File: config.mk
export PLATFORM = sky130hd
export DESIGN_NAME = lfsr_ranged_random_generator
export DESIGN_NICKNAME = d
export VERILOG_FILES = /design/src/hw/rtl/lrrg_pkg.sv /design/src/hw/rtl/lfsr_ranged_random_generator.sv
export SDC_FILE = /design/constraint.sdc
export NUM_CORES = 1
export LEC_CHECK = 0
export ABC_CLOCK_PERIOD_IN_PS = 6400
export BUFFER_PORTS_ARGS = -buffer_cell sky130_fd_sc_hd__buf_2
export CORE_UTILIZATION = 30
export DETAILED_ROUTE_END_ITERATION = 16
export HOLD_SLACK_MARGIN = 0.12
export MAX_ROUTING_LAYER = met4
export PLACE_DENSITY = 0.57
export SLEW_MARGIN = 20
export SYNTH_ARGS = -nofsm -noshare
export SYNTH_HDL_FRONTEND = slang
export SYNTH_SLANG_ARGS = --single-unit
File: constraint.sdc
create_clock -name clk -period 6.4 [get_ports clk]
set_input_delay 0.96 -clock clk [delete_from_list [all_inputs] [get_ports clk]]
set_output_delay 0.96 -clock clk [all_outputs]
set_load 0.05 [all_outputs]
File: src/hw/rtl/lrrg_pkg.sv
// Package with the generator constants and the shift-register step function.
`timescale 1ns / 1ps

package lrrg_pkg;

	localparam int unsigned WORD_W = 32;
	localparam int unsigned CMD_W  = 2;
	localparam int unsigned CNT_W  = $clog2(WORD_W);

	typedef logic [WORD_W-1:0] word_t;
	typedef logic [CMD_W-1:0]  cmd_t;

	localparam word_t FULL_WORD     = 32'hFFFF_FFFF;
	localparam word_t SEED_AT_RESET = 32'h0035_6167;

	localparam cmd_t CMD_LOAD  = 2'd0;
	localparam cmd_t CMD_RAW   = 2'd1;
	localparam cmd_t CMD_RANGE = 2'd2;
	localparam cmd_t CMD_NONE  = 2'd3;

	// One step: shift right, feedback from taps 31, 6, 4, 2, 1 and 0 enters bit 31.
	function automatic word_t advance(input word_t r);
		logic fb;
		fb = r[31] ^ r[6] ^ r[4] ^ r[2] ^ r[1] ^ r[0];
		return {fb, r[WORD_W-1:1]};
	endfunction

endpackage

File: src/hw/rtl/lfsr_ranged_random_generator.sv
// Shift-register random generator with rejection-sampled ranged draws.
//
//  channel | direction | signals                          | beat
//  --------+-----------+----------------------------------+------------------------------
//  in      | sink      | in_valid, in_ready, cmd,         | one command
//          |           | seed_value, range                |
//  out     | source    | out_valid, out_ready, value      | one result word
//
// A raw draw or a range of 0 or 1 goes straight to the final state. A
// ranged draw runs the shared one-bit-per-cycle restoring divider twice
// (for the rejection limit, then the final remainder) around generator
// steps that repeat until a word falls below that limit. in_ready is
// high only when the sequencer is idle; a finished result waits in the
// output register while the next command is taken, and the sequencer
// holds in its final state while that register still holds an untaken
// beat. Reset loads the seed 0x356167 and empties the output.
`timescale 1ns / 1ps

module lfsr_ranged_random_generator (
	input  logic                 clk,
	input  logic                 arst_n,
	input  logic                 in_valid,
	output logic                 in_ready,
	input  lrrg_pkg::cmd_t       cmd,
	input  lrrg_pkg::word_t      seed_value,
	input  lrrg_pkg::word_t      range,
	output logic                 out_valid,
	input  logic                 out_ready,
	output lrrg_pkg::word_t      value
);
	import lrrg_pkg::*;

	localparam logic [2:0] ST_IDLE    = 3'd0;
	localparam logic [2:0] ST_MOD_LIM = 3'd1;
	localparam logic [2:0] ST_STEP    = 3'd2;
	localparam logic [2:0] ST_MOD_VAL = 3'd3;
	localparam logic [2:0] ST_FIN     = 3'd4;

	localparam logic [CNT_W-1:0] CNT_LAST = CNT_W'(WORD_W - 1);

	logic [2:0]       state_q;
	word_t            shift_state_q;
	word_t            rng_q;
	word_t            limit_q;
	word_t            rem_q;
	word_t            dvd_q;
	word_t            res_q;
	word_t            value_q;
	logic             out_valid_q;
	logic [CNT_W-1:0] cnt_q;

	logic             accept;
	logic             out_free;
	word_t            next_state;
	logic [WORD_W:0]  div_shift;
	logic [WORD_W:0]  div_diff;
	word_t            rem_nxt;

	assign accept   = in_valid && in_ready;
	assign in_ready = (state_q == ST_IDLE);
	assign out_free = !out_valid_q || out_ready;
	assign out_valid = out_valid_q;
	assign value     = value_q;

	// Next generator state.
	assign next_state = advance(shift_state_q);

	// Shared divider: one restoring step per cycle, remainder only.
	assign div_shift = {rem_q, dvd_q[WORD_W-1]};
	assign div_diff  = div_shift - {1'b0, rng_q};
	assign rem_nxt   = div_diff[WORD_W] ? div_shift[WORD_W-1:0] : div_diff[WORD_W-1:0];

	// Sequencer, generator state and divider registers.
	always_ff @(posedge clk or negedge arst_n) begin
		if (!arst_n) begin
			state_q       <= ST_IDLE;
			shift_state_q <= SEED_AT_RESET;
			cnt_q         <= '0;
			rng_q         <= '0;
			limit_q       <= '0;
			rem_q         <= '0;
			dvd_q         <= '0;
			res_q         <= '0;
		end else begin
			unique case (state_q)
				ST_IDLE: begin
					if (accept) begin
						unique case (cmd)
							CMD_LOAD: begin
								shift_state_q <= seed_value;
							end
							CMD_RAW: begin
								shift_state_q <= next_state;
								res_q         <= next_state;
								state_q       <= ST_FIN;
							end
							CMD_RANGE: begin
								rng_q <= range;
								if (range[WORD_W-1:1] == '0) begin
									res_q   <= '0;
									state_q <= ST_FIN;
								end else begin
									rem_q   <= '0;
									dvd_q   <= FULL_WORD;
									cnt_q   <= '0;
									state_q <= ST_MOD_LIM;
								end
							end
							CMD_NONE: begin
							end
						endcase
					end
				end
				ST_MOD_LIM: begin
					rem_q <= rem_nxt;
					dvd_q <= {dvd_q[WORD_W-2:0], 1'b0};
					cnt_q <= cnt_q + 1'b1;
					if (cnt_q == CNT_LAST) begin
						limit_q <= FULL_WORD - rem_nxt;
						state_q <= ST_STEP;
					end
				end
				ST_STEP: begin
					// Step until the word falls below the rejection limit.
					shift_state_q <= next_state;
					if (next_state < limit_q) begin
						rem_q   <= '0;
						dvd_q   <= next_state;
						cnt_q   <= '0;
						state_q <= ST_MOD_VAL;
					end
				end
				ST_MOD_VAL: begin
					rem_q <= rem_nxt;
					dvd_q <= {dvd_q[WORD_W-2:0], 1'b0};
					cnt_q <= cnt_q + 1'b1;
					if (cnt_q == CNT_LAST) begin
						res_q   <= rem_nxt;
						state_q <= ST_FIN;
					end
				end
				ST_FIN: begin
					if (out_free) begin
						state_q <= ST_IDLE;
					end
				end
				default: begin
					state_q <= ST_IDLE;
				end
			endcase
		end
	end

	// Output register: holds a finished beat until it is taken.
	always_ff @(posedge clk or negedge arst_n) begin
		if (!arst_n) begin
			out_valid_q <= 1'b0;
		end else begin
			if ((state_q == ST_FIN) && out_free) begin
				out_valid_q <= 1'b1;
			end else if (out_ready) begin
				out_valid_q <= 1'b0;
			end
		end
	end

	always_ff @(posedge clk) begin
		if ((state_q == ST_FIN) && out_free) begin
			value_q <= res_q;
		end
	end

endmodule
======== Word level (Yosys, flattened, before mapping) ========
Index checks and enable logic that the tools add are counted.
storage, ports and cells
  register bits ........................... 233
  input bits .............................. 70
  output and inout bits ................... 34
  word-level logic and storage cells ...... 88
operators by class
  add/sub/neg operators ................... 3
  magnitude comparators ................... 1
  equal/unequal tests ..................... 17
  multiplexer cells ....................... 34
  bitwise gates (word level) .............. 5
  reductions and logical operators ........ 18
operators with widths
  cell                                                                      count
  32-bit 2-to-1 mux                                                         13
  32-bit case mux with 2 select lines                                       4
  32-bit case mux with 3 select lines                                       2
  33-bit by 32-bit subtractor with 33-bit output                            1
  32-bit less-than comparator                                               1
  32-bit subtractor (first input constant)                                  1
  31-bit logical NOT                                                        1
  5-bit 2-to-1 mux                                                          4
  3-bit 2-to-1 mux                                                          6
  3-bit case mux with 5 select lines                                        1
  5-bit case mux with 3 select lines                                        1
  2-bit inequality test (second input constant)                             5
  5-bit AND reduction                                                       2
  3-bit by 2-bit == test with 1-bit output (second input constant)          2
  3-bit by 1-bit inequality test with 1-bit output (second input constant)  2
  3-bit case mux with 2 select lines                                        1
  3-bit AND reduction                                                       2
  6-bit AND reduction                                                       1
  2-bit nonzero test                                                        3
  5-bit by 1-bit adder with 5-bit output (second input constant)            1
  5-bit == test (second input constant)                                     1
  1-bit XOR                                                                 5
  2-bit by 1-bit inequality test with 1-bit output (second input constant)  2
  3-bit by 1-bit == test with 1-bit output (second input constant)          1
  other kinds (13)                                                          15

======== Logic depth before layout (Yosys ltp) ========
  depth in word-level cells ............... 8
  gate-level depth with buffers ........... 13
  mapped depth without buffers ............ 12

======== Worst setup path after synthesis ========
Ideal clock, no wire load.
  path type ............................... reg2reg
  start point ............................. reg state_q[2]
  end point ............................... reg res_q[25]
  library setup time ...................... 0.124 ns
  data arrival time ....................... 3.061 ns
  required time ........................... 6.276 ns
  setup slack ............................. 3.216 ns
  stages on the path, launching flop included .. 9
  buffers on the path ..................... 3
  period minus slack after synthesis ...... 3.184 ns
  cells stage by stage .................... dfrtp_1 clkbuf_1 nor3_1 a21boi_0 a21o_1 clkbuf_1 clkbuf_1 o21ai_0 o31a_1
between the ends
  word-level cells in the longest chain between the ends .. 4
  elaborated cells between the ends (all ways) .. 10
  classes of those cells .................. eq/ne: 5; mux: 1; reduce/logical: 4
RTL lines
  what                                                        RTL line                             text
  from (decl)                                                 lfsr_ranged_random_generator.sv:41   logic [2:0] state_q;
  from (signal assigned)                                      lfsr_ranged_random_generator.sv:76   state_q <= ST_IDLE;
  from (signal assigned)                                      lfsr_ranged_random_generator.sv:95   state_q <= ST_FIN;
  from (signal assigned)                                      lfsr_ranged_random_generator.sv:101  state_q <= ST_FIN;
  3-bit logical NOT (*)                                       lfsr_ranged_random_generator.sv:60   assign in_ready = (state_q == ST_IDLE);
  via in_ready                                                lfsr_ranged_random_generator.sv:23   output logic in_ready,
  1-bit logical AND                                           lfsr_ranged_random_generator.sv:59   assign accept = in_valid && in_ready;
  2-bit by 1-bit inequality test with 1-bit output (no line)  --
  5-bit AND reduction (no line)                               --
  to (signal assigned)                                        lfsr_ranged_random_generator.sv:94   res_q <= next_state;
  to (signal assigned)                                        lfsr_ranged_random_generator.sv:138  res_q <= rem_nxt;
  to (decl)                                                   lfsr_ranged_random_generator.sv:47   word_t res_q;
Mark *: on every way through the listed nets, which the timed path passes. The rest lies on a longest branch.
A chain may end at the register's enable or synchronous reset.

======== Final worst setup path ========
  start point ............................. reg shift_state_q[5]
  end point ............................... reg rem_q[25]
between the ends
  word-level cells in the longest chain between the ends .. 3
RTL lines
  what                             RTL line                             text
  from (decl)                      lfsr_ranged_random_generator.sv:42   word_t shift_state_q;
  from (signal assigned)           lfsr_ranged_random_generator.sv:90   shift_state_q <= seed_value;
  from (signal assigned)           lfsr_ranged_random_generator.sv:93   shift_state_q <= next_state;
  from (signal assigned)           lfsr_ranged_random_generator.sv:125  shift_state_q <= next_state;
  32-bit less-than comparator      lfsr_ranged_random_generator.sv:126  if (next_state < limit_q) begin
  2-bit inequality test (no line)  --
  5-bit AND reduction (no line)    --
  to (signal assigned)             lfsr_ranged_random_generator.sv:115  rem_q <= rem_nxt;
  to (signal assigned)             lfsr_ranged_random_generator.sv:134  rem_q <= rem_nxt;
  to (decl)                        lfsr_ranged_random_generator.sv:45   word_t rem_q;
Every way passes these cells.

==> metrics.md <==
| Metric | Value |
|---|---|
| Outcome | finished, violations left |
| Failing checks | DRC |
| First-pass GRT wire length | 56.2 mm |
| TritonCTS clock tree | yes |
| Post-synth EDFFs | 32 |
| Crit Path Max Fanout | between 100 and 150 |
| Die width | 207 µm |
| Register bit count reported by yosys | 233 |
| DR pass1 iterations | 12 |
| Slowest-stage cell, CP | nand3_4 |
| Clock tree buffer depth | 3 |
| Num CTS Buffers | 27 |
| Seq/Total Area, Yosys | 47.8% |
| Yosys warns | 0 |
| Hold slack | 452 ps |
| Yosys cell types | 72 |
| GRT Util Overall | 17.5% |
| Iteration-0 DRC Markers | 642 |
| Routed wire length | between 30 and 40 mm |
| WP data required | 6830 ps |
| Fin crit share | roughly three fifths |
| Post-Synthesis Cells | approximately 1.3k |
| Core ar. | 0.0411 mm² |
| Cts hold-fix bufs | 0 |
| Setup_tns | 0 ps |
| R2r startpoint | shift_state_q[5]$_DFFE_PN1P_ |
| Gr ovfl total | 0 |
| GPL Wtd Cong | 0.922 |
| Maximum VDD drop | about 330 µV |
| CTS resizes | 0 |
| Maxcap violations | 0 |
| Slew Viols, Final | 0 |
| Setup Skew | 17.7 ps |
| Mean Syn Cell Area | 9.74 µm² |
| Starting Density | 30.6% |
| Main synth FF type | dfrtp_1 |
| Worst Setup Start Kind | flop |
| RSZ-0062 raised after global routing | no |
| Area grow syn2layout | 15.0% |
| Hpwl dp | between 20 and 30 mm |
| Root Buffer | clkbuf_16 |
| Number of diodes | 0 |
| Port bufs | 103 |
| Final setup viols | 0 |
| Most used cell, CP | a21o_1 |
| Minimum clock period | 3840 ps |
| Crit path kind | flop to flop |
| HP Start | res_q[13]$_DFFE_PN0P_ |
| Initial antenna violation count | 0 |
| Fin nets | approximately 1.5k |
| Vias in the first global route | 9765 |
| CP startpoint | shift_state_q[5]$_DFFE_PN1P_ |
| Post-synth ARST share | between 80% and 90% |
| Slew Limit Headroom | 27.3% |
| F_max | 261 MHz |
| I/O pins | 104 |
| Actual slew at the worst max-slew pin | 1090 ps |
| Static leakage | 6.50 nW |
| H-tree depth | 1 |
| Die Y-Extent | around 210 µm |
| Worst skew pair latency | 550 ps |
| Layout cell share with drive strength beyond 1 | 16.1% |
| CP cell instances | ha_1 > a21o_1 > a211oi_1 > o21ai_0 > nor4b_1 > o31ai_1 > nand3_4 > a22o_1 > a21o_1 |
| Commonest non-fill, non-tap cells in the layout | 189 x dfrtp_1, 165 x nand2_1, 162 x o21ai_0, 102 x buf_2, 78 x inv_1 |
| Clk sink count | 233 |
| Final core area utilization | 35.1% |
| Number of remaining DRC errors | 2 |
| Hold Crit Class | flop to flop |
| Post-CTS setup buffers | 0 |
| Clk slew on worst S/H paths | 60 ps |
| Mapped cell area | 0.0126 mm² |
| Crit path arrival time | approximately 4300 ps |
| Row count | 74 |
| Syn nets | 1426 |
| Die area | 0.0427 mm² |
| DR vias | approximately 10k |
| P per Cell Area | 537 mW/mm² |
| Drt wl/cell | 18.9 µm |
| Vias per Instance | 5.15 |
| Commonest non-fill, non-tap cell in the layout | dfrtp_1 |
| Post-route ant nets | 0 |
| CP Capture Type | flop |
| Count of final hold-check violations | 0 |
| Slowest stage delay, CP | 870 ps |
| Pin count of the biggest net entering global routing | 103 |
[stage by stage]
stage / cells / area (µm²) / setup slack (ps) / power, mW
after floorplan: 1290 / 12600 / 3220 / 5.20
after global routing: 1914 / 14400 / 2330 / 8.36
after detailed placement: 1865 / 13600 / 2590 / 6.26
final: 1914 / 14400 / 2560 / 7.77
after global placement: 1865 / 13600 / 2630 / 6.17
after CTS: 1914 / 14400 / 2580 / 7.83
[worst max-delay path, delay by kind of cell, from the launching register on]
family	cells	cell delay, ps
flip-flops	1	600
AO/OA/AOI/OAI	6	1720
AND/OR/NAND/NOR	2	1070
adder cells (fa/ha/maj)	1	260
[cells in the mapped netlist, types with 6 or more instances]
master    count  area [µm²]
xnor2_1      21         184
nand2_1     165         619
dfstp_2      12         315
and2_1       10        62.6
nand2b_1     11        68.8
o22ai_1      52         325
buf_2        13        65.1
inv_1        78         293
nand3_1      13        65.1
a211oi_1      9        67.6
o21ai_0     162         811
nor4_1        8        50.1
a22o_1       12         105
nor2_1       56         210
or3_1         7        43.8
and3_1       15        93.8
edfxtp_1     32         961
clkbuf_1     51         191
ha_1         65         813
xor2_1        8        70.1
o21a_1        8        60.1
dfrtp_1     189        4730
and4_1        6        52.6
o211ai_1      8        60.1
mux2i_1      55         551
a21o_1       22         165
mux2_2       31         349
a21oi_1      77         385
nand4_1      11        68.8
[area by class of cell]
class                           instances  area [µm²]
Clock buffer                           37         744
Clock inverter                         12         123
Fill cell                            4193       26700
Inverter                               78         293
Multi-Input combinational cell        909        6020
Sequential cell                       233        6010
Tap cell                              532         666
Timing Repair Buffer                  113         599
[sequential cells by signal, summed over array words and instances, names as in the netlist]
signal / flops
dvd_q: 32
limit_q: 32
rem_q: 32
res_q: 32
rng_q: 32
shift_state_q: 32
value: 32
cnt_q: 5
state_q: 3
out_valid: 1
[metal layers]
| layer | track usage (%) | up-vias | part of all wire (%) |
|---|---|---|---|
| met1 | 22.9 | 4809 | 46 |
| met4 | 6.07 | 0 | 3.3 |
| met2 | 28.1 | 206 | 47 |
| li1 | - | 4780 | - |
| met5 | - | - | 0 |
| met3 | 2.07 | 59 | 3.9 |
[worst paths after layout]
path / endpoint / slack, ps / depth (start not counted)
max: rem_q[25]$_DFFE_PN0P_ / 2560 / 9
min: value[13]$_DFFE_PP_ / 450 / 0
max reg2reg: rem_q[25]$_DFFE_PN0P_ / 2560 / 9
min reg2reg: value[13]$_DFFE_PP_ / 450 / 0
max in group asynchronous: rem_q[22]$_DFFE_PN0P_ / 4640 / 2
min in group asynchronous: out_valid$_DFFE_PN0P_ / 490 / 1
[power breakdown]
part           switching, mW  total [mW]  leakage (nW)  internal, mW
combinational           2.25        3.60          3.39          1.35
clock                  0.632        1.53         0.419         0.895
sequential             0.489        2.64          2.69          2.15
[logic make-up (layout without fill, tap and decap cells)]
logic type / count (synthesis) / after routing / share of synthesized area [%]
AO/OA/AOI/OAI: 404 / 404 / 19.7
XOR/XNOR: 29 / 29 / 2.02
adder cells (fa/ha/maj): 66 / 66 / 6.63
buffers and inverters: 148 / 240 / 4.74
flip-flops: 233 / 233 / 47.8
multiplexers: 86 / 86 / 7.16
AND/OR/NAND/NOR: 324 / 324 / 11.9
No activity file was read; power rests on OpenSTA's default activity.
